$ cat config.mk
export PLATFORM = sky130hd
export DESIGN_NAME = ndvc_job_fifo
export DESIGN_NICKNAME = d
export VERILOG_FILES = /design/src/hdl/ndvc_pkg.sv /design/src/hdl/ndvc_job_fifo.sv
export SDC_FILE = /design/constraint.sdc
export NUM_CORES = 1
export LEC_CHECK = 0
export ABC_AREA = 1
export BUFFER_PORTS_ARGS = -buffer_cell sky130_fd_sc_hd__buf_2
export CORE_ASPECT_RATIO = 1.4
export CORE_MARGIN = 3
export CORE_UTILIZATION = 30
export CTS_CLUSTER_DIAMETER = 60
export DETAILED_ROUTE_END_ITERATION = 8
export PLACE_DENSITY = 0.48
export SETUP_SLACK_MARGIN = 0.2
export SKIP_LAST_GASP = 1
export SLEW_MARGIN = 0
export SYNTH_ARGS = -nofsm -noshare
export SYNTH_HDL_FRONTEND = slang
export SYNTH_SLANG_ARGS = --single-unit
$ cat constraint.sdc
create_clock -name clk -period 2.08 [get_ports clk]
set_clock_uncertainty 0.2 [all_clocks]
set_input_delay 0.52 -clock clk [delete_from_list [all_inputs] [get_ports clk]]
set_output_delay 0.52 -clock clk [all_outputs]
set_load 0.01 [all_outputs]
$ cat src/hdl/ndvc_pkg.sv
`default_nettype none

package ndvc_pkg;

    // Default sizes of the vector store.
    localparam int MAX_ENTRIES_DEF = 1024;
    localparam int MAX_WIDTH_DEF   = 64;

    // Fixed field widths.
    localparam int ELEM_W = 16;
    localparam int THR_W  = 36;
    localparam int LEN_W  = 7;
    localparam int CNT_W  = 11;
    localparam int IDX_W  = 10;
    localparam int SQ_W   = 2 * ELEM_W;
    localparam int SUM_W  = 38;

    // Depth of the job queue between the front and back parts.
    localparam int JOBQ_DEPTH = 4;

    // Configuration register indexes.
    localparam logic CFG_THRESHOLD = 1'b0;
    localparam logic CFG_LENGTH    = 1'b1;

    // Input opcodes.
    localparam logic OP_PUSH  = 1'b0;
    localparam logic OP_CLEAR = 1'b1;

    // Reset values of the configuration registers.
    localparam logic [THR_W-1:0] THR_RESET = THR_W'(1024);
    localparam logic [LEN_W-1:0] LEN_RESET = LEN_W'(24);

    // Saturation limit of the distinct count.
    localparam logic [CNT_W-1:0] CNT_MAX = {CNT_W{1'b1}};

    // Kind of a job handed from the front part to the back part.
    typedef struct packed {
        logic clear;
        logic full;
    } job_ctl_t;

endpackage

`default_nettype wire

$ cat src/hdl/ndvc_job_fifo.sv
`default_nettype none

module ndvc_job_fifo #(
    parameter int W = 8
) (
    clk,
    rst_n,
    wr_en,
    wr_data,
    rd_en,
    rd_data,
    full,
    empty
);
    import ndvc_pkg::*;

    localparam int PTR_W = $clog2(JOBQ_DEPTH);

    input  wire logic         clk;
    input  wire logic         rst_n;
    input  wire logic         wr_en;
    input  wire logic [W-1:0] wr_data;
    input  wire logic         rd_en;
    output      logic [W-1:0] rd_data;
    output      logic         full;
    output      logic         empty;

    logic [W-1:0]     slots [JOBQ_DEPTH];
    logic [PTR_W-1:0] wr_ptr_reg;
    logic [PTR_W-1:0] rd_ptr_reg;
    logic [PTR_W:0]   fill_reg;
    logic             do_wr;
    logic             do_rd;

    assign full    = (fill_reg == (PTR_W + 1)'(JOBQ_DEPTH));
    assign empty   = (fill_reg == '0);
    assign do_wr   = wr_en & ~full;
    assign do_rd   = rd_en & ~empty;
    assign rd_data = slots[rd_ptr_reg];

    // Job storage.
    always_ff @(posedge clk)
    begin
        if (do_wr)
        begin
            slots[wr_ptr_reg] <= wr_data;
        end
    end

    // Pointers and fill level.
    always_ff @(posedge clk or negedge rst_n)
    begin
        if (!rst_n)
        begin
            wr_ptr_reg <= '0;
            rd_ptr_reg <= '0;
            fill_reg   <= '0;
        end
        else
        begin
            if (do_wr)
            begin
                wr_ptr_reg <= wr_ptr_reg + PTR_W'(1);
            end
            if (do_rd)
            begin
                rd_ptr_reg <= rd_ptr_reg + PTR_W'(1);
            end
            if (do_wr && !do_rd)
            begin
                fill_reg <= fill_reg + (PTR_W + 1)'(1);
            end
            else if (do_rd && !do_wr)
            begin
                fill_reg <= fill_reg - (PTR_W + 1)'(1);
            end
        end
    end

endmodule

`default_nettype wire

==> results.md <==
* Most frequent cell after synthesis: nand2_1
* Startpoint types: register
* Switch Pwr at 1289 uW
* Setup violations, final at 1
* Synthesized Nets at 172
* Post-synthesis register bit count at 39
* Max-cap viol count at 0
* ANT nets after route at 0
* PD cells at 1418 mW/mm^2
* Top_reg_cell synth: edfxtp_1
* Failing checks: negative setup slack
* Final #Nets at 237
* Core Area at 0.005565 sq mm
* Clk root buf: clkbuf_8
* Post-synth ARST share at 17.95%
* Syn. warnings at 0
* Detailed placer's ending HPWL at 2.371 mm
* Status: finished with violations
* Compound-cell area share of the yosys netlist at 7.215%
* Period utilization at 100.1%
* CP Class: reg2out
* Top-Level Pins at 22
* Die area at 0.006742 sq mm
* Synth area leaders: edfxtp_1, dfrtp_1, nand2_1
* Synth top area share at 55.41%
* Most instantiated cells after synthesis: nand2_1, edfxtp_1, inv_1, o211ai_1
* Post-Syn Instances at 154
* Layout area overhead at 41.78%
* 1st-pass router iterations at 4
* Final hold vios at 0
* Setup WS post-layout at -0.002787 ns
* DRC violations left at 0
* Die Span X at 70.26 microns
* Static leakage power at 0.001122 uW
* H-tree depth at 2
* Post-Synth XOR/XNOR Area at 0.5051%
* Placer Congestion at 0.7383
* Comb power frac at 52.9%
* Post-synth EDFFs at 32
* CP Capture Type: output port
* Netlist cell types at 16
* Total Routing Usage GR at 11.91%
* First-pass GRT wire length at 6.182 mm
* Critical path arrival at 1.36 ns
* Mapped Area at 0.001734 sq mm
* Initial Utilization at 31.16%
* TritonCTS clock tree: built
* Multiplexer share of the synthesized area at 0%
* Internal Pwr Total at 2198 uW
* Initial drt markers at 44
* Finished Layout Cells at 288
* Reg area at 0.001139 sq mm
* Total Wirelength at 4.001 mm
* Final Critical Period at 2.083 ns
* Antenna violations before repair at 0
* Syn_area_per_cell at 11.26 sq um
* Clock Path Buffers at 2
* Fin area at 0.002459 sq mm
* Post-DP Area at 0.001983 sq mm
* Chip height at 95.96 microns
* Insertion delay to the later sink of the worst-skew pair at 0.29 ns
* Number of cells after detailed placement at 250
* WL/cell at 13.89 microns
* Clock sink total at 39
* Max VDD drop at 0.5625 mV
* Critical Path RT at 1.36 ns
* Row Count at 32
* Register area share after synthesis at 65.51%
* Switching portion of total power at 36.98%
* RSZ-0062 raised after global routing: yes
* Multi-input logic area at 526.8 sq um
* Vias after detailed routing at 1295
* Simple-Gate Fraction of Synth Area at 12.12%
* Clk network pwr share at 13.5%
* Main combinational cell family by area after synthesis: simple AND/OR/NAND/NOR gates
* Vias in the first global route at 1365
* HP Class: in2reg
* Layout cell share with drive strength beyond 1 at 43.18%
* Power Total at 3487 uW
* Max reg flops at 32
* Fmax at 480.1 MHz
* Top fanout value on the critical path at 8
* Max-slew violation total from the final report at 0
* CTS buffer count at 5
* Cell taking the most area after synthesis: edfxtp_1
* # fillers at 518
* Sequential fraction of design power at 33.5%
* Least-Margin Pin Slew at 0.1937 ns
* Total gr overflow at 0
* Slew headroom at 87.09%
* IO Port Bufs at 21
* Largest net degree at the start of global routing at 17
* Ant. Diodes at 0
* Clk slew on worst S/H paths at 0.08 ns
* Worst hold slack at 0.2446 ns
* Vias per cell at 4.497
* Adder-cell share of the synthesized area at 4.762%
## metrics by stage
step           worst slack [ns]  util (%)   TNS [ns]
2_1_floorplan            0.2169         -          0
3_5_place_dp            0.02117     35.63          0
3_3_place_gp             0.1299     35.63          0
6_report              -0.002787     44.18  -0.002787
5_1_grt                -0.06396     44.18    -0.3501
4_1_cts                0.006650     41.55          0
## repair_timing
action	4_1_cts	5_1_grt
gates cloned	1	1
hold buffers	1	0
resized for setup	20	24
endpoints found under the setup margin	11	12
buffers inserted	21	6
pin swaps	7	17
endpoints found under the hold margin	7	0
## power groups by stage
stage	clock network, uW	logic (uW)	registers [uW]
4_1_cts	485	1580	1170
3_5_place_dp	0	1170	1180
3_3_place_gp	0	1120	1160
6_report	472	1850	1170
5_1_grt	508	2020	1180
2_1_floorplan	0	780	1140
## critical path, stage by stage, from the launching register on
cell and delay (ns):
dfrtp_1 0.42, inv_4 0.13, clkbuf_16 0.18, nand2_2 0.04, o211ai_1 0.07, nand2_1 0.08, buf_2 0.14
## metal layers
metal  part of all wire (%)  wire [microns]  up-vias  track usage [%]
met2                     55            2211       23            22.11
met1                     40            1596      627            12.32
met4                    2.5              99        0            6.550
met5                      0               0        -                0
li1                       -               -      636                -
met3                    2.3              93        9            2.717
## worst paths after layout
check                               from             to  slack, ns  depth (start not counted)
setup / recovery           rd_ptr_reg[0]     rd_data[4]     -0.003                          6
hold / removal                wr_data[1]    slots[0][1]       0.24                          1
setup reg to reg             fill_reg[2]    fill_reg[2]       0.21                         11
hold reg to reg            wr_ptr_reg[0]  wr_ptr_reg[0]       0.34                          2
max in group asynchronous          rst_n  rd_ptr_reg[1]       1.10                          2
min in group asynchronous          rst_n    fill_reg[0]       0.39                          2
## cell type report
class                           count  area share (%)
Timing Repair Buffer               62           19.95
Clock inverter                      2          0.3053
Clock buffer                        6           2.952
Sequential cell                    39           46.31
Multi-Input combinational cell     77           21.42
Inverter                           34           5.598
Tap cell                           68           3.461
## cells by family after synthesis
logic type	Yosys count
buffers and inverters	38
AO/OA/AOI/OAI	17
flip-flops	39
XOR/XNOR	1
AND/OR/NAND/NOR	53
adder cells (fa/ha/maj)	6
## cell usage in the layout, fill, tap and decap left out, drive strengths merged
master	n
buf	60
nand2	41
inv	34
edfxtp	32
o211ai	16
clkbuf	7
dfrtp	7
nand3	7
ha	5
nor2	4
clkinv	2
o21ai	1
xnor2	1
nand4	1
fa	1
dlygate4sd3	1
Note: power is estimated with default switching activity, not from simulation.
