===== src/hdl/ndvc_pkg.sv =====
`default_nettype none

package ndvc_pkg;

    // Default sizes of the vector store.
    localparam int MAX_ENTRIES_DEF = 1024;
    localparam int MAX_WIDTH_DEF   = 64;

    // Fixed field widths.
    localparam int ELEM_W = 16;
    localparam int THR_W  = 36;
    localparam int LEN_W  = 7;
    localparam int CNT_W  = 11;
    localparam int IDX_W  = 10;
    localparam int SQ_W   = 2 * ELEM_W;
    localparam int SUM_W  = 38;

    // Depth of the job queue between the front and back parts.
    localparam int JOBQ_DEPTH = 4;

    // Configuration register indexes.
    localparam logic CFG_THRESHOLD = 1'b0;
    localparam logic CFG_LENGTH    = 1'b1;

    // Input opcodes.
    localparam logic OP_PUSH  = 1'b0;
    localparam logic OP_CLEAR = 1'b1;

    // Reset values of the configuration registers.
    localparam logic [THR_W-1:0] THR_RESET = THR_W'(1024);
    localparam logic [LEN_W-1:0] LEN_RESET = LEN_W'(24);

    // Saturation limit of the distinct count.
    localparam logic [CNT_W-1:0] CNT_MAX = {CNT_W{1'b1}};

    // Kind of a job handed from the front part to the back part.
    typedef struct packed {
        logic clear;
        logic full;
    } job_ctl_t;

endpackage

`default_nettype wire


===== src/hdl/ndvc_front.sv =====
`default_nettype none

module ndvc_front #(
    parameter int MAX_ENTRIES = 1024,
    parameter int MAX_WIDTH   = 64
) (
    clk,
    rst_n,
    push,
    full,
    opcode,
    element_value,
    len,
    q_full,
    q_empty,
    back_idle,
    job_push,
    job_ctl,
    job_slot,
    wr_en,
    wr_addr,
    wr_data
);
    import ndvc_pkg::*;

    localparam int SW = $clog2(MAX_ENTRIES);
    localparam int PW = (MAX_WIDTH > 1) ? $clog2(MAX_WIDTH) : 1;
    localparam int CW = $clog2(MAX_ENTRIES + 1);

    input  wire logic                      clk;
    input  wire logic                      rst_n;
    input  wire logic                      push;
    output      logic                      full;
    input  wire logic                      opcode;
    input  wire logic [ndvc_pkg::ELEM_W-1:0] element_value;
    input  wire logic [ndvc_pkg::LEN_W-1:0]  len;
    input  wire logic                      q_full;
    input  wire logic                      q_empty;
    input  wire logic                      back_idle;
    output      logic                      job_push;
    output      ndvc_pkg::job_ctl_t        job_ctl;
    output      logic [SW-1:0]             job_slot;
    output      logic                      wr_en;
    output      logic [SW+PW-1:0]          wr_addr;
    output      logic [ndvc_pkg::ELEM_W-1:0] wr_data;

    logic [PW-1:0] pos_reg;
    logic [PW-1:0] pos_next;
    logic [CW-1:0] count_reg;
    logic [CW-1:0] count_next;
    logic          hold_reg;
    logic          hold_next;
    logic          accept;
    logic          is_clear;
    logic          store_full;
    logic          last;

    // Input transfer; a clear holds the input until the back part has drained.
    assign full       = q_full | hold_reg;
    assign accept     = push & ~full;
    assign is_clear   = (opcode == OP_CLEAR);
    assign store_full = (count_reg >= CW'(MAX_ENTRIES));
    assign last       = ((LEN_W + 1)'(pos_reg) + (LEN_W + 1)'(1)) >= {1'b0, len};

    // Element write into the next free slot.
    assign wr_en   = accept & ~is_clear & ~store_full;
    assign wr_addr = {count_reg[SW-1:0], pos_reg};
    assign wr_data = element_value;

    // A clear or a completed vector becomes a job for the back part.
    assign job_push      = accept & (is_clear | last);
    assign job_ctl.clear = is_clear;
    assign job_ctl.full  = store_full;
    assign job_slot      = count_reg[SW-1:0];

    // Position, slot count and clear hold.
    always_comb
    begin
        pos_next   = pos_reg;
        count_next = count_reg;
        hold_next  = hold_reg & ~(q_empty & back_idle);
        if (accept)
        begin
            if (is_clear)
            begin
                pos_next   = '0;
                count_next = '0;
                hold_next  = 1'b1;
            end
            else if (last)
            begin
                pos_next = '0;
                if (!store_full)
                begin
                    count_next = count_reg + CW'(1);
                end
            end
            else
            begin
                pos_next = pos_reg + PW'(1);
            end
        end
    end

    always_ff @(posedge clk or negedge rst_n)
    begin
        if (!rst_n)
        begin
            pos_reg   <= '0;
            count_reg <= '0;
            hold_reg  <= 1'b0;
        end
        else
        begin
            pos_reg   <= pos_next;
            count_reg <= count_next;
            hold_reg  <= hold_next;
        end
    end

endmodule

`default_nettype wire


===== config.mk =====
export PLATFORM = sky130hd
export DESIGN_NAME = ndvc_front
export DESIGN_NICKNAME = d
export VERILOG_FILES = /design/src/hdl/ndvc_pkg.sv /design/src/hdl/ndvc_front.sv
export SDC_FILE = /design/constraint.sdc
export NUM_CORES = 1
export LEC_CHECK = 0
export ABC_AREA = 0
export ABC_CLOCK_PERIOD_IN_PS = 3400
export BUFFER_PORTS_ARGS = -buffer_cell sky130_fd_sc_hd__buf_4
export CORE_AREA = 8 8 66 68
export CTS_CLUSTER_DIAMETER = 100
export DETAILED_ROUTE_END_ITERATION = 16
export DIE_AREA = 0 0 74 76
export PLACE_DENSITY_LB_ADDON = 0.2
export SLEW_MARGIN = 20
export SYNTH_ARGS = -nofsm -noshare
export SYNTH_HDL_FRONTEND = slang
export SYNTH_SLANG_ARGS = --single-unit

===== constraint.sdc =====
create_clock -name clk -period 3.4 [get_ports clk]
set_input_delay 0.17 -clock clk [delete_from_list [all_inputs] [get_ports clk]]
set_output_delay 0.17 -clock clk [all_outputs]
set_load 0.005 [all_outputs]

==> results.md <==
- Max IR drop VDD: 0.204 mV
- Pwr/cell area: around 400 nW/um^2
- Gate power share: 0.391
- Setup slack, reg-to-reg: approximately 0.82 ns
- Largest net degree at the start of global routing: 21
- Worst Hold Launch: back_idle
- H-tree lvl count: 1
- Number of placement rows: 22
- Syn Inst Count: just under 200
- Die ar.: roughly 5600 sq um
- Syn nets: around 230
- Avg Cell Area, Syn: between 8 and 9 sq um
- Number of max-cap violations: 0
- Initial antenna violation count: 0
- Int Pwr: 419 uW
- Nets: about 240
- Post-synth EDFFs: 0
- Fill count: 355
- Clock Skew: 0.00355 ns
- Share of the synthesized area in the top cell type: 0.284
- RR Startpoint: pos_reg[0]$_DFFE_PN0P_
- Minimum clock period after layout: about 2.8 ns
- R2R Path End: count_reg[4]$_DFFE_PN0P_
- Clk slew on worst S/H paths: 0.11 ns
- Worst Setup Path Type: reg2out
- Routed WL: approximately 3600 microns
- Synth unique cells: 39
- Die span in x: 74 microns
- Post-synthesis cell area: roughly 1600 sq um
- CTS tree: done
- Vias in the first global route: between 1,000 and 1,500
- Ant. Diodes: 0
- Core Area: 3440 sq um
- Port bufs: 44
- Max reg flops: 11
- Hold WC Path Type: in2reg
- Sequential-to-total area share from yosys stat: 0.284
- CP arrival: 2.67 ns
- Status: complete, no violations
- Initial DRC count: 92
- Endpoint, Worst Hold: hold_reg$_DFF_PN0_
- Global-route usage over all layers: 0.130
- Most frequent cell after synthesis: buf_4
- Leakage: 0.000815 uW
- Drt pass-1 iters: 5
- Commonest cells in the netlist: buf_4, nand2_1, dfrtp_1
- Fin. Hold Viols: 0
- Synthesized flop and latch total: 18
- Sequential power share: 0.443
- Wirelength per Cell: about 15 microns
- Net Sw Frac: 0.360
- Clk sinks: 18
- Clk_lat worst skew: 0.29 ns
- Period utilization: 0.834
- Total number of vias: 1,308
- First-pass GRT wire length: 6040 microns
- Ys flop type: dfrtp_1
- Via/cell ratio: ~5.4
- Clock network fraction of design power: 0.166
- Maximum clock path buffer count: 2
- Post-DP HPWL: 2770 microns
- Max-slew violation count: 0
- Psw: 236 uW
- Die height: 76 microns
- Hold depth: 4
- Cells on worst reg2reg path: 9
- Element type at the critical path end: output pin
- Worst Path Required: 3.23 ns
- GPL Wtd Cong: ~0.80
- GRT Residual Overflow: 0
- Yosys warning count: 0
- Total Power: 655 uW
- Ranking of synthesized cells by area: dfrtp_1, buf_4, ha_1
- Starting Density: 0.461
- Worst-Margin Slew: roughly 0.66 ns
- Fmax achieved: 0.353 GHz
- Rel. slew slack: 0.562
- Synth-to-layout area growth: 6.07%
- CTS root buffer: clkbuf_4
- TritonCTS Buffers: 3
- Final setup violation count: 0
- DRC errors left: 0
- CP max FO: 14
- RSZ-0062 raised after global routing: no
- Post-synth top area cell: dfrtp_1
- Total Neg Setup Slack: 0 ns
- Hold_ws: 0.140 ns
- Layout cells sized above 1: 0.265
- Routed Antenna Nets: 0
- Critical path launch point type: flip-flop
- Post-synth ARST share: 1.00
- Io pins: between 70 and 80
how the worst max path moves through the flow:
| stage | from | end | cells after the start |
|---|---|---|---|
| floorplan | pos_reg[0]$_DFFE_PN0P_ | count_reg[4]$_DFFE_PN0P_ | 9 |
| global placement | pos_reg[0]$_DFFE_PN0P_ | count_reg[4]$_DFFE_PN0P_ | 9 |
| detailed placement | pos_reg[0]$_DFFE_PN0P_ | count_reg[4]$_DFFE_PN0P_ | 9 |
| CTS | pos_reg[0]$_DFFE_PN0P_ | job_push | 10 |
| global route | pos_reg[0]$_DFFE_PN0P_ | job_push | 10 |
| finish | pos_reg[0]$_DFFE_PN0P_ | job_push | 10 |
power groups by stage:
stage          registers [uW]  logic, uW  clock network [uW]
2_1_floorplan             280        214                   0
3_3_place_gp              291        258                   0
3_5_place_dp              294        260                   0
4_1_cts                   290        262                 115
5_1_grt                   298        288                 121
6_report                  290        256                 109
kinds of logic after synthesis:
logic type,synth area share
flip-flops,0.284
AND/OR/NAND/NOR,0.216
adder cells (fa/ha/maj),0.0788
XOR/XNOR,0.0221
AO/OA/AOI/OAI,0.163
buffers and inverters,0.236
routing by layer:
layer,wire (microns),GRT usage,share of wire
met5,0,0,0
met4,31,0.0540,0.0085
met3,255,0.0289,0.070
met2,1750,0.208,0.48
met1,1620,0.161,0.44
stage by stage:
stage               cells  setup WS (ns)   util  area, sq um
finish                244          0.564  0.489         1680
global route          244          0.305  0.489         1680
CTS                   244          0.551  0.489         1680
detailed placement    240          0.842  0.480         1650
global placement      240          0.958  0.480         1650
floorplan             194           1.05      -         1590
placed cells by master, fill, tap and decap left out, types with 3 or more instances in the layout:
cell type	n
o21ai_0	10
ha_1	10
inv_1	13
xnor2_1	3
nor2b_1	5
nand3_1	13
nand2b_1	3
a31oi_1	3
dfrtp_1	18
nand2_1	20
nor3_1	5
buf_4	44
nor2_1	13
clkbuf_4	3
a221o_1	3
layout make-up:
type                    instances  area [sq um]  share of cell area
repair buffers                 45           340               0.202
multi-input cells             117           762               0.452
well taps                      48          60.1              0.0357
flip-flops and latches         18           450               0.267
inverters                      13          48.8              0.0290
clock buffers                   3          22.5              0.0134
what timing repair did:
item	4_1_cts	5_1_grt
gates resized for setup	0	0
hold buffers	1	0
endpoints found under the hold margin	18	0
setup buffers	0	0
critical path, cell delays in order (launching register included):
cell and delay (ns):
dfrtp_1 0.45, ha_1 0.26, nand3_1 0.13, xnor2_1 0.23
ha_1 0.28, a211oi_1 0.23, o21ai_1 0.17, a21o_4 0.27
nand2_1 0.16, inv_1 0.06, buf_4 0.13
Note: power is estimated with default switching activity, not from simulation.
