`src/hdl/ndvc_pkg.sv`:
```
`default_nettype none

package ndvc_pkg;

    // Default sizes of the vector store.
    localparam int MAX_ENTRIES_DEF = 1024;
    localparam int MAX_WIDTH_DEF   = 64;

    // Fixed field widths.
    localparam int ELEM_W = 16;
    localparam int THR_W  = 36;
    localparam int LEN_W  = 7;
    localparam int CNT_W  = 11;
    localparam int IDX_W  = 10;
    localparam int SQ_W   = 2 * ELEM_W;
    localparam int SUM_W  = 38;

    // Depth of the job queue between the front and back parts.
    localparam int JOBQ_DEPTH = 4;

    // Configuration register indexes.
    localparam logic CFG_THRESHOLD = 1'b0;
    localparam logic CFG_LENGTH    = 1'b1;

    // Input opcodes.
    localparam logic OP_PUSH  = 1'b0;
    localparam logic OP_CLEAR = 1'b1;

    // Reset values of the configuration registers.
    localparam logic [THR_W-1:0] THR_RESET = THR_W'(1024);
    localparam logic [LEN_W-1:0] LEN_RESET = LEN_W'(24);

    // Saturation limit of the distinct count.
    localparam logic [CNT_W-1:0] CNT_MAX = {CNT_W{1'b1}};

    // Kind of a job handed from the front part to the back part.
    typedef struct packed {
        logic clear;
        logic full;
    } job_ctl_t;

endpackage

`default_nettype wire

```
`src/hdl/ndvc_back.sv`:
```
`default_nettype none

module ndvc_back #(
    parameter int MAX_ENTRIES = 1024,
    parameter int MAX_WIDTH   = 64
) (
    clk,
    rst_n,
    job_valid,
    job_ctl,
    job_slot,
    job_pop,
    len,
    threshold,
    rd_addr_a,
    rd_addr_b,
    rd_data_a,
    rd_data_b,
    idle,
    empty,
    pop,
    is_novel,
    distinct_count,
    entry_index,
    store_full
);
    import ndvc_pkg::*;

    localparam int SW = $clog2(MAX_ENTRIES);
    localparam int PW = (MAX_WIDTH > 1) ? $clog2(MAX_WIDTH) : 1;

    localparam logic [1:0] ST_IDLE   = 2'd0;
    localparam logic [1:0] ST_SCAN   = 2'd1;
    localparam logic [1:0] ST_DRAIN  = 2'd2;
    localparam logic [1:0] ST_FINISH = 2'd3;

    input  wire logic                        clk;
    input  wire logic                        rst_n;
    input  wire logic                        job_valid;
    input  wire ndvc_pkg::job_ctl_t          job_ctl;
    input  wire logic [SW-1:0]               job_slot;
    output      logic                        job_pop;
    input  wire logic [ndvc_pkg::LEN_W-1:0]  len;
    input  wire logic [ndvc_pkg::THR_W-1:0]  threshold;
    output      logic [SW+PW-1:0]            rd_addr_a;
    output      logic [SW+PW-1:0]            rd_addr_b;
    input  wire logic [ndvc_pkg::ELEM_W-1:0] rd_data_a;
    input  wire logic [ndvc_pkg::ELEM_W-1:0] rd_data_b;
    output      logic                        idle;
    output      logic                        empty;
    input  wire logic                        pop;
    output      logic                        is_novel;
    output      logic [ndvc_pkg::CNT_W-1:0]  distinct_count;
    output      logic [ndvc_pkg::IDX_W-1:0]  entry_index;
    output      logic                        store_full;

    // Sequencer state.
    logic [1:0]       state_reg;
    logic [1:0]       state_next;
    logic [SW-1:0]    slot_reg;
    logic [SW-1:0]    slot_next;
    logic [SW-1:0]    cand_reg;
    logic [SW-1:0]    cand_next;
    logic [PW-1:0]    k_reg;
    logic [PW-1:0]    k_next;
    logic             matched_reg;
    logic             matched_next;
    logic [CNT_W-1:0] total_reg;
    logic [CNT_W-1:0] total_next;
    logic [CNT_W-1:0] total_bump;

    // Result register.
    logic             out_valid_reg;
    logic             out_valid_next;
    logic             out_novel_reg;
    logic             out_novel_next;
    logic [CNT_W-1:0] out_count_reg;
    logic [CNT_W-1:0] out_count_next;
    logic [IDX_W-1:0] out_index_reg;
    logic [IDX_W-1:0] out_index_next;
    logic             out_full_reg;
    logic             out_full_next;
    logic             out_free;

    // Distance pipeline.
    logic              issue;
    logic              last_k;
    logic              v1_reg, f1_reg, l1_reg;
    logic              v2_reg, f2_reg, l2_reg;
    logic              v3_reg, f3_reg, l3_reg;
    logic [ELEM_W-1:0] diff_reg;
    logic [SQ_W-1:0]   sq_reg;
    logic [SUM_W-1:0]  acc_reg;
    logic              done_reg;
    logic              pipe_empty;
    logic              hit;

    assign idle           = (state_reg == ST_IDLE);
    assign empty          = ~out_valid_reg;
    assign is_novel       = out_novel_reg;
    assign distinct_count = out_count_reg;
    assign entry_index    = out_index_reg;
    assign store_full     = out_full_reg;
    assign out_free       = ~out_valid_reg | pop;

    // One element pair of the new vector and one earlier entry per cycle.
    assign issue     = (state_reg == ST_SCAN) & ~matched_reg;
    assign last_k    = ((LEN_W + 1)'(k_reg) + (LEN_W + 1)'(1)) >= {1'b0, len};
    assign rd_addr_a = {slot_reg, k_reg};
    assign rd_addr_b = {cand_reg, k_reg};

    assign pipe_empty = ~v1_reg & ~v2_reg & ~v3_reg & ~done_reg;
    assign hit        = done_reg & (acc_reg < {{(SUM_W - THR_W){1'b0}}, threshold});
    assign total_bump = (!matched_reg && total_reg != CNT_MAX) ? total_reg + CNT_W'(1)
                                                              : total_reg;

    // Sequencer: takes jobs, walks the earlier entries, writes the result.
    always_comb
    begin
        state_next     = state_reg;
        slot_next      = slot_reg;
        cand_next      = cand_reg;
        k_next         = k_reg;
        matched_next   = matched_reg | hit;
        total_next     = total_reg;
        job_pop        = 1'b0;
        out_valid_next = out_valid_reg & ~pop;
        out_novel_next = out_novel_reg;
        out_count_next = out_count_reg;
        out_index_next = out_index_reg;
        out_full_next  = out_full_reg;
        case (state_reg)
            ST_IDLE:
            begin
                if (job_valid)
                begin
                    if (job_ctl.clear)
                    begin
                        total_next = '0;
                        job_pop    = 1'b1;
                    end
                    else if (job_ctl.full)
                    begin
                        if (out_free)
                        begin
                            job_pop        = 1'b1;
                            out_valid_next = 1'b1;
                            out_novel_next = 1'b0;
                            out_count_next = total_reg;
                            out_index_next = '0;
                            out_full_next  = 1'b1;
                        end
                    end
                    else
                    begin
                        job_pop      = 1'b1;
                        slot_next    = job_slot;
                        cand_next    = '0;
                        k_next       = '0;
                        matched_next = 1'b0;
                        state_next   = (job_slot == '0) ? ST_DRAIN : ST_SCAN;
                    end
                end
            end
            ST_SCAN:
            begin
                if (matched_reg)
                begin
                    state_next = ST_DRAIN;
                end
                else if (last_k)
                begin
                    k_next = '0;
                    if (cand_reg == slot_reg - SW'(1))
                    begin
                        state_next = ST_DRAIN;
                    end
                    else
                    begin
                        cand_next = cand_reg + SW'(1);
                    end
                end
                else
                begin
                    k_next = k_reg + PW'(1);
                end
            end
            ST_DRAIN:
            begin
                if (pipe_empty)
                begin
                    state_next = ST_FINISH;
                end
            end
            ST_FINISH:
            begin
                if (out_free)
                begin
                    total_next     = total_bump;
                    out_valid_next = 1'b1;
                    out_novel_next = ~matched_reg;
                    out_count_next = total_bump;
                    out_index_next = IDX_W'(slot_reg);
                    out_full_next  = 1'b0;
                    state_next     = ST_IDLE;
                end
            end
            default:
            begin
                state_next = ST_IDLE;
            end
        endcase
    end

    always_ff @(posedge clk or negedge rst_n)
    begin
        if (!rst_n)
        begin
            state_reg     <= ST_IDLE;
            matched_reg   <= 1'b0;
            total_reg     <= '0;
            out_valid_reg <= 1'b0;
        end
        else
        begin
            state_reg     <= state_next;
            matched_reg   <= matched_next;
            total_reg     <= total_next;
            out_valid_reg <= out_valid_next;
        end
    end

    always_ff @(posedge clk)
    begin
        slot_reg      <= slot_next;
        cand_reg      <= cand_next;
        k_reg         <= k_next;
        out_novel_reg <= out_novel_next;
        out_count_reg <= out_count_next;
        out_index_reg <= out_index_next;
        out_full_reg  <= out_full_next;
    end

    // Pipeline valid and tag bits: read, difference, square, accumulate.
    always_ff @(posedge clk or negedge rst_n)
    begin
        if (!rst_n)
        begin
            v1_reg   <= 1'b0;
            v2_reg   <= 1'b0;
            v3_reg   <= 1'b0;
            done_reg <= 1'b0;
        end
        else
        begin
            v1_reg   <= issue;
            v2_reg   <= v1_reg;
            v3_reg   <= v2_reg;
            done_reg <= v3_reg & l3_reg;
        end
    end

    // Pipeline data.
    always_ff @(posedge clk)
    begin
        f1_reg   <= (k_reg == '0);
        l1_reg   <= last_k;
        f2_reg   <= f1_reg;
        l2_reg   <= l1_reg;
        diff_reg <= (rd_data_a >= rd_data_b) ? rd_data_a - rd_data_b
                                             : rd_data_b - rd_data_a;
        f3_reg   <= f2_reg;
        l3_reg   <= l2_reg;
        sq_reg   <= SQ_W'(diff_reg) * SQ_W'(diff_reg);
        if (v3_reg)
        begin
            acc_reg <= (f3_reg ? '0 : acc_reg) + SUM_W'(sq_reg);
        end
    end

endmodule

`default_nettype wire

```
`config.mk`:
```
export PLATFORM = sky130hd
export DESIGN_NAME = ndvc_back
export DESIGN_NICKNAME = d
export VERILOG_FILES = /design/src/hdl/ndvc_pkg.sv /design/src/hdl/ndvc_back.sv
export SDC_FILE = /design/constraint.sdc
export NUM_CORES = 1
export LEC_CHECK = 0
export CORE_UTILIZATION = 55
export CTS_CLUSTER_DIAMETER = 30
export DETAILED_ROUTE_END_ITERATION = 10
export DONT_BUFFER_PORTS = 1
export PLACE_DENSITY_LB_ADDON = 0.1
export SLEW_MARGIN = 15
export SYNTH_ARGS = -nofsm -noshare
export SYNTH_HDL_FRONTEND = slang
export SYNTH_SLANG_ARGS = --single-unit
```
`constraint.sdc`:
```
create_clock -name clk -period 17.2 [get_ports clk]
set_input_delay 1.72 -clock clk [delete_from_list [all_inputs] [get_ports clk]]
set_output_delay 1.72 -clock clk [all_outputs]
set_load 0.02 [all_outputs]
```
==> metrics.txt, run 1 <==
H-tree depth=4; Worst-Skew Late Latency=0.43 ns; Synth Flop Type=edfxtp_1; Post-CTS Hold Buffers=0; First-pass DRT Iterations=5; clk sinks=159; pin count of the biggest net entering global routing=42; FF-to-FF Start=diff_reg[4]; hold path startpoint=l2_reg; first-pass GRT wire length=59,820 um; area used by multi-input combinational logic=0.01184 sq mm; Vias/cell=5.391; Post-synth EDFFs=87; antenna fix cells=0; cells after synthesis=1,906; Die ar.=0.03267 sq mm; Crit Path Class=reg -> reg; number of max-cap violations=0; gpl congestion=0.8711; Buffers on Ports=0; WP data required=17.50 ns; unrepaired setup endpoints after global routing=no; Slew HR=0.2902; Fillers=2,818; Critical Path Source Type=flop; via count=12,290; #FFs+latches synth=159; Total GRT Usage=0.2247; synth top area cells=fa_1, ha_1, edfxtp_1; chip width=180.8 um; worst reg-to-reg setup slack=10.64 ns; Nets=2,338; drt drc=0; Starting Density=0.5584; synthesis-to-layout area growth=4.606%; Fin Clk Skew=0.01416 ns; clk buf depth=2; Final ANT Viol Nets=0; share of cells above drive strength 1=0.03035; Yosys Warn Count=0; vias in the first global route=12,620; sequential fraction of the synthesis area=0.2361; Fin. Hold Viols=0; root buf cell=clkbuf_16; CTS tree=done; Mapped Area=0.01757 sq mm; Min-Delay Path Class=reg -> reg; Worst-path clk slew=0.07 ns; Post-Synthesis Net Count=2,379; Detail Placement HPWL=28,680 um; initial antenna violation count=0; top cell type's share of synthesized area=0.1891; Setup Fix Bufs, Post-CTS=0; unique cell type count in the Yosys netlist=74; Post-CTS Resized=0; Num CTS Buffers=17; Core ar.=0.03147 sq mm; Tmin final=6.560 ns; setup tns final=0 ns; FF/Latch Area=0.004149 sq mm; fin crit share=0.3814; I/O pins=149; leading cell type in the layout, fill and taps excluded=inv_1; f_max=152.4 MHz; crit end category=flop; Largest register FFs=38; final wirelength=35,030 um; 1st-iter DRT viols=637; status=finished clean; Worst Tran Pin Value=1.065 ns; Core Rows=65; Remaining Overflow, GRT=0; crit-path max FO=18; Critical path origin=diff_reg[4]; DR WL/cell=15.37 um; syn avg cell area=9.221 sq um; Pins Over Slew Limit=0; commonest cells after routing, fill and taps aside=inv_1, ha_1, fa_1; Final Setup Violations=0; Async S/R FF share, synth=0.1195; leading area contributor after synthesis=fa_1; height of the die=180.8 um; crit path DAT=6.86 ns
==> per-layer routing <==
metal | vias up | track usage | routed length [um]
met2 | 259 | 0.3954 | 16920
li1 | 6166 | - | -
met1 | 5827 | 0.2882 | 16070
met4 | 0 | 0.06359 | 656
met5 | - | 0 | 0
met3 | 40 | 0.03003 | 1382
==> path summary, 6_finish.rpt <==
| kind | to | depth (start not counted) |
|---|---|---|
| min reg2reg | l3_reg | 0 |
| min | l3_reg | 0 |
| max reg2reg | sq_reg[28] | 20 |
| max in group asynchronous | total_reg[5] | 0 |
| max | sq_reg[28] | 20 |
| min in group asynchronous | out_valid_reg | 0 |
==> critical path, cell delays in order (launching register included) <==
cell and delay [ns]:
dfxtp_1 0.82, nand2_1 0.21, inv_1 0.12, fa_1 0.45
fa_1 0.53, fa_1 0.52, fa_1 0.52, fa_1 0.54
inv_1 0.05, fa_1 0.52, inv_1 0.04, ha_1 0.34
o21a_1 0.14, nor2_1 0.05, nor2b_1 0.21, nand3_1 0.15
o2111ai_1 0.30, o2111ai_1 0.25, o31ai_1 0.38, o41ai_1 0.13
xnor2_1 0.13
==> cell type report <==
cell class / instances / share of cell area
tap: 402 / 0.02736
sequential: 159 / 0.2257
clock buffer: 18 / 0.02334
multi-input combinational: 1332 / 0.6440
inverter: 350 / 0.07146
timing repair buffer: 5 / 0.002042
clock inverter: 14 / 0.006125
==> synthesized netlist by cell type (all sizes together) (5+ instances only) <==
cell type and n:
inv 350, ha 216, fa 166, nand2 128, a21oi 94, nor2 88
edfxtp 87, xnor2 81, and2 68, nor2b 62, o21ai 61, clkbuf 54
dfxtp 53, a21o 48, nand3 43, xor2 31, nand2b 30, nor3 24
a211oi 23, dfrtp 19, and3 17, mux2i 16, nand4 12, buf 11
a31oi 9, or2 8, o21a 7, or3 7, a211o 6, nor4 6
o211ai 6, o31ai 6, a31o 5, mux2 5, o21bai 5, or4 5
==> through the flow <==
stage	instance area, sq um	hold slack [ns]	utilization	std cells	setup slack, ns
after floorplan	17570	0.3096	-	1906	11.18
after global placement	17840	0.3159	0.5669	2248	10.86
after detailed placement	17840	0.3143	0.5669	2248	10.70
after CTS	18380	0.3283	0.5841	2280	10.64
after global routing	18380	0.3393	0.5841	2280	10.20
final	18380	0.3277	0.5841	2280	10.64
==> cell families after synthesis <==
group | share of synthesized area
fa+ha+maj | 0.3429
xor+xnor | 0.05582
flops | 0.2361
compound gates | 0.1125
mux | 0.01253
simple gates | 0.1498
buf+inv | 0.09042
Power of run 1 is left out: the tool's default activity adds up to more than one toggle a clock period on the data nets, which glitch-free logic cannot reach.
==> run 2, diff against run 1 <==
--- a/config.mk
+++ b/config.mk
@@ -5,6 +5,7 @@
 export SDC_FILE = /design/constraint.sdc
 export NUM_CORES = 1
 export LEC_CHECK = 0
+export ABC_AREA = 1
 export CORE_UTILIZATION = 55
 export CTS_CLUSTER_DIAMETER = 30
 export DETAILED_ROUTE_END_ITERATION = 10
==> constraint.sdc (replaced) <==
create_clock -name clk -period 6.85 [get_ports clk]
set_input_delay 0.685 -clock clk [delete_from_list [all_inputs] [get_ports clk]]
set_output_delay 0.685 -clock clk [all_outputs]
set_load 0.02 [all_outputs]
==> run 2 against run 1 <==
Net effect:
- worst setup slack worse by 9.7 ns
- global-route usage up 3.0 points
- critical path depth down 2
- hold slack worse by 0.0037 ns
- design area up 7.0%
- die area up 6.4%
- clock-buffer cell count down 1
- via count up 21%
- register-to-register slack worse by 9.7 ns
- final cell count up 25%
- non-clock buffer count down 1
- critical endpoint is now sq_reg[23]
- largest cell class unchanged
==> metrics.txt, run 2 <==
fin crit share=0.8695 (+0.4881); first-pass GRT wire length=72,060 um (+20%); synth top area cells=fa_1, ha_1, edfxtp_1; area share of xor/xnor cells in the synthesized design=0.04634 (-0.009481); share of cells above drive strength 1=0.02576 (-0.004593); syn avg cell area=7.698 sq um (-17%); leading cell type in the layout, fill and taps excluded=inv_1; Fin Clk Skew=0.01455 ns (+0.0003925 ns); critical path's most frequent cell=fa_1; drt drc=0 (unchanged); vias in the first global route=15,200 (+20%); CP bufs+invs=3 (unchanged); met2 Use GR=0.4458 (+0.05039); Worst-Skew Late Latency=0.45 ns (+0.02 ns); final instance area=0.01967 sq mm (+7.0%); Simple-Gate Fraction of Synth Area=0.1843 (+0.03455); M3 GR Usage=0.03592 (+0.005888); Die ar.=0.03477 sq mm (+6.4%); post-synthesis adder-cell area fraction=0.3220 (-0.02086); area used by multi-input combinational logic=0.01214 sq mm (+2.5%); Async S/R FF share, synth=0.1195 (unchanged); synthesis-to-layout area growth=5.095%; Final ANT Viol Nets=0 (unchanged); most frequent cell after synthesis=inv_1; sequential fraction of the synthesis area=0.2217 (-0.01436); Tmin final=5.956 ns (-0.6036 ns); Remaining Overflow, GRT=0 (unchanged); clk sinks=159 (unchanged); leading area contributor after synthesis=fa_1; crit-path max FO=18 (unchanged); Critical Path Source Type=flop; initial antenna violation count=0 (unchanged); GRT busiest layer=met2; Pins Over Slew Limit=0 (unchanged); final wirelength=42,980 um (+23%); crit path DAT=6.34 ns (-0.52 ns); gpl congestion=0.9899 (+14%); Post-CTS Resized=0 (unchanged); Fillers=3,122 (+11%); WP data required=7.23 ns (-10.27 ns); Fin. Hold Viols=0 (unchanged); unique cell type count in the Yosys netlist=56 (-24%); Largest register FFs=38 (unchanged); Core Rows=67 (+3.1%); Num CTS Buffers=17 (unchanged); I/O pins=149 (unchanged); #FFs+latches synth=159 (unchanged); First-pass DRT Iterations=6 (+1); Worst-path clk slew=0.08 ns (about the same); root buf cell=clkbuf_16; Commonest cells post-synth=inv_1, nand2_1, ha_1; 1st-iter DRT viols=836 (+31%); multiplexer area fraction after synthesis=0.0006018 (-0.01193); chip width=186.5 um (+3.2%); Starting Density=0.5581 (about the same); crit end category=flop; Total GRT Usage=0.2544 (+0.02968); main combinational cell family by area after synthesis=adder cells; Mapped Area=0.01871 sq mm (+6.5%); number of max-cap violations=0 (unchanged); antenna fix cells=0 (unchanged); post-placement cell area=0.01903 sq mm (+6.6%); Buffers on Ports=0 (unchanged); Slew HR=0.2535 (-0.03672); post-synthesis compound-gate area fraction=0.09468 (-0.01781); Final Setup Violations=0 (unchanged); f_max=167.9 MHz (+10%); Synth Flop Type=edfxtp_1; Crit Path Class=reg -> reg; Yosys Warn Count=0 (unchanged); CTS tree=done; Nets=2,867 (+23%); Worst path slowest cell=dfxtp_1; Detail Placement HPWL=36,060 um (+26%); H-tree depth=4 (unchanged); top cell type's share of synthesized area=0.1776 (-0.01151); FF/Latch Area=0.004149 sq mm (unchanged); Post-Synthesis Net Count=2,904 (+22%); Vias/cell=5.228 (-3.0%); commonest cells after routing, fill and taps aside=inv_1, nand2_1, ha_1; met1 usage=0.3317 (+0.04353); Core ar.=0.03353 sq mm (+6.5%); CP peak stage delay=0.80 ns (-0.02 ns); pin count of the biggest net entering global routing=41 (-2.4%); via count=14,930 (+21%); crit path cell chain=nand2_1 > inv_1 > fa_1 > fa_1 > fa_1 > fa_1 > fa_1 > inv_1 > fa_1 > inv_1 > ha_1 > a21o_1 > a31oi_1 > o21ai_0 > a21oi_1 > nor2_1 > nor2_1 > xnor2_1; setup tns final=0 ns (unchanged); height of the die=186.5 um (+3.2%); unrepaired setup endpoints after global routing=no; status=finished clean; CP top delay family=adder cells; DR WL/cell=15.06 um (-2.0%); Post-synth EDFFs=87 (unchanged); Worst Tran Pin Value=1.116 ns (+0.05149 ns); clk buf depth=2 (unchanged); Min-Delay Path Class=reg -> reg; cells after synthesis=2,431 (+28%)
[run 2: changes by cell type after synthesis, moves of 32 or more]
cell,previous run,this run
nand3_1,43,77
inv_1,350,570
o21ai_0,54,96
nor2b_1,62,0
xnor2_1,81,34
nor2_1,88,207
nand2_1,128,488
xor2_1,31,65
a21o_1,48,16
and2_1,68,1
[run 2: kinds of logic (layout without fill, tap and decap cells)]
group	after synthesis	after routing
simple gates	844	844
fa+ha+maj	382	382
compound gates	312	312
mux	1	1
xor+xnor	99	99
flops	159	159
buf+inv	634	610
[run 2: metrics by stage]
step                instances  setup WS [ns]  utilization  hold slack, ns
floorplan                2431          1.333            -          0.3096
global placement         2822          1.013       0.5674          0.3129
detailed placement       2822         0.9474       0.5674          0.3121
CTS                      2855         0.9246       0.5865          0.3087
global route             2855         0.5611       0.5865          0.3010
finish                   2855         0.8937       0.5865          0.3240
[run 2: per-layer routing]
| layer | up-vias | wire length [um] |
|---|---|---|
| li1 | 7446 | - |
| met1 | 7074 | 19520 |
| met2 | 358 | 21060 |
| met3 | 48 | 1731 |
| met4 | 0 | 663 |
| met5 | - | 0 |
[run 2: layout make-up]
class / instances / area share
well taps: 448 / 0.02850
repair buffers: 4 / 0.001654
clock inverters: 15 / 0.01037
flip-flops and latches: 159 / 0.2110
multi-input cells: 1638 / 0.6172
inverters: 574 / 0.1097
clock buffers: 17 / 0.02163
[run 2: path summary, 6_finish.rpt]
path,from,end,slack [ns],cells past startpoint
hold / removal,f1_reg,f2_reg,0.32,0
max in group asynchronous,rst_n,state_reg[1],5.46,1
setup / recovery,diff_reg[13],sq_reg[23],0.89,18
hold reg to reg,f1_reg,f2_reg,0.32,0
setup reg to reg,diff_reg[13],sq_reg[23],0.89,18
min in group asynchronous,rst_n,total_reg[7],0.82,1
[run 2: timing repair]
| item | CTS | global route |
|---|---|---|
| hold buffers | 1 | 0 |
| setup buffers | 0 | 0 |
| setup endpoints to repair | 0 | 0 |
| hold endpoints to repair | 19 | 0 |
Power of run 2 is left out for the same reason.
==> run 3, diff against run 2 <==
--- a/config.mk
+++ b/config.mk
@@ -11,6 +11,7 @@
 export DETAILED_ROUTE_END_ITERATION = 10
 export DONT_BUFFER_PORTS = 1
 export PLACE_DENSITY_LB_ADDON = 0.1
+export REMOVE_ABC_BUFFERS = 1
 export SLEW_MARGIN = 15
 export SYNTH_ARGS = -nofsm -noshare
 export SYNTH_HDL_FRONTEND = slang
==> run 3 against run 2 <==
Net effect:
- clock-buffer cell count unchanged
- non-clock buffer count rose by 2
- global-route usage grew 0.43 points
- design area shrank 0.11%
==> metrics.txt, run 3 (synthesis results as in run 2) <==
status=finished clean; Critical Path Source Type=flop; crit path DAT=6.69 ns (+0.35 ns); GRT busiest layer=met2; first-pass GRT wire length=73,040 um (+1.4%); root buf cell=clkbuf_16; chip width=186.5 um (unchanged); gpl congestion=0.9244 (-6.6%); share of cells above drive strength 1=0.02657 (+0.0008088); FF-to-FF Start=diff_reg[14]; Fin. Hold Viols=0 (unchanged); crit end category=flop; Core Rows=67 (unchanged); fin crit share=0.9239 (+0.05435); Worst-Skew Late Latency=0.45 ns (about the same); synthesis-to-layout area growth=4.981%; antenna fix cells=0 (unchanged); H-tree depth=4 (unchanged); r2r endpoint=sq_reg[24]; CP top delay family=adder cells; final wirelength=43,260 um (+0.65%); cell count along the critical path=17 (-1); Crit Path Class=reg -> reg; Remaining Overflow, GRT=0 (unchanged); Pins Over Slew Limit=0 (unchanged); Tmin final=6.329 ns (+0.3723 ns); Nets=2,869 (+0.070%); met1 usage=0.3465 (+0.01480); drt drc=0 (unchanged); height of the die=186.5 um (unchanged); commonest cells after routing, fill and taps aside=inv_1, nand2_1, ha_1; Detail Placement HPWL=36,550 um (+1.4%); via count=14,870 (-0.37%); Largest register FFs=38 (unchanged); I/O pins=149 (unchanged); Final Setup Violations=0 (unchanged); critical path's most frequent cell=fa_1; clk sinks=159 (unchanged); Worst path slowest cell=dfxtp_1; Num CTS Buffers=17 (unchanged); crit path to=sq_reg[24]; pin count of the biggest net entering global routing=41 (unchanged); crit-path max FO=17 (-1); Setup Fix Bufs, Post-CTS=0 (unchanged); number of max-cap violations=0 (unchanged); CP bufs+invs=3 (unchanged); Reg2Reg Depth=17 (-1); Total GRT Usage=0.2586 (+0.004253); Critical path origin=diff_reg[14]; 1st-iter DRT viols=953 (+14%); CTS tree=done; Slew HR=0.2642 (+0.01073); initial antenna violation count=0 (unchanged); Final ANT Viol Nets=0 (unchanged); WP data required=7.22 ns (about the same); vias in the first global route=15,320 (+0.82%); f_max=158.0 MHz (-5.9%); unrepaired setup endpoints after global routing=no; First-pass DRT Iterations=7 (+1); M3 GR Usage=0.02332 (-0.01260); clk buf depth=2 (unchanged); Min-Delay Path Class=reg -> reg; leading cell type in the layout, fill and taps excluded=inv_1; setup tns final=0 ns (unchanged); Core ar.=0.03353 sq mm (unchanged); worst reg-to-reg setup slack=0.52 ns (-0.37 ns); crit path cell chain=nand2_1 > fa_1 > inv_1 > fa_1 > fa_1 > fa_1 > fa_1 > inv_1 > fa_1 > inv_1 > ha_1 > a21oi_1 > o21ai_0 > a21oi_1 > nand3_1 > a21oi_1 > xnor2_1; met2 Use GR=0.4455 (about the same); Vias/cell=5.205 (-0.44%); CP peak stage delay=0.75 ns (-0.05 ns); Worst-path clk slew=0.07 ns (about the same); DR WL/cell=15.14 um (+0.58%); Fin Clk Skew=0.01679 ns (+0.002239 ns); Die ar.=0.03477 sq mm (unchanged); Starting Density=0.5581 (unchanged); Buffers on Ports=0 (unchanged); Worst Tran Pin Value=1.100 ns (-0.01604 ns)
## run 3: cell count changes in the layout (fill, tap and decap cells not counted), sizes merged
cell      before  now
buf            3    5
bufinv         1    0
clkinvlp       3    2
inv          578  582
clkinv         7    5
## run 3: cell type report
class                           instances  area (sq um)
Inverter                              574          2157
Clock buffer                           17         425.4
Multi-Input combinational cell       1638         12140
Sequential cell                       159          4149
Timing Repair Buffer                    6         47.55
Tap cell                              448         560.5
Fill cell                            3194         13890
Clock inverter                         15         167.7
## run 3: per-layer routing
| metal | vias up | part of all wire |
|---|---|---|
| li1 | 7474 | - |
| met1 | 7015 | 0.47 |
| met2 | 327 | 0.48 |
| met3 | 55 | 0.033 |
| met4 | 0 | 0.018 |
| met5 | - | 0 |
## run 3: repair_timing
item / in CTS / in global routing
resized for setup: 0 / 0
hold buffers: 1 / 0
endpoints found under the hold margin: 19 / 0
## run 3: per-stage QoR
step	cells	worst slack, ns	area [sq um]	hold WS (ns)	util
2_1_floorplan	2371	1.569	18430	0.3096	-
3_3_place_gp	2824	0.5937	19040	0.3122	0.5679
3_5_place_dp	2824	0.5744	19040	0.3121	0.5679
4_1_cts	2857	0.5323	19650	0.3140	0.5859
5_1_grt	2857	0.2562	19650	0.3103	0.5859
6_report	2857	0.5214	19650	0.3281	0.5859
## run 3: how the worst min path moves through the flow
stage / from / depth (start not counted) / end
finish: l2_reg / 0 / l3_reg
CTS: job_slot[2] / 0 / slot_reg[2]
global route: job_slot[2] / 0 / slot_reg[2]
global placement: l1_reg / 0 / l2_reg
detailed placement: l2_reg / 0 / l3_reg
floorplan: f1_reg / 0 / f2_reg
Power of run 3 is left out for the same reason.
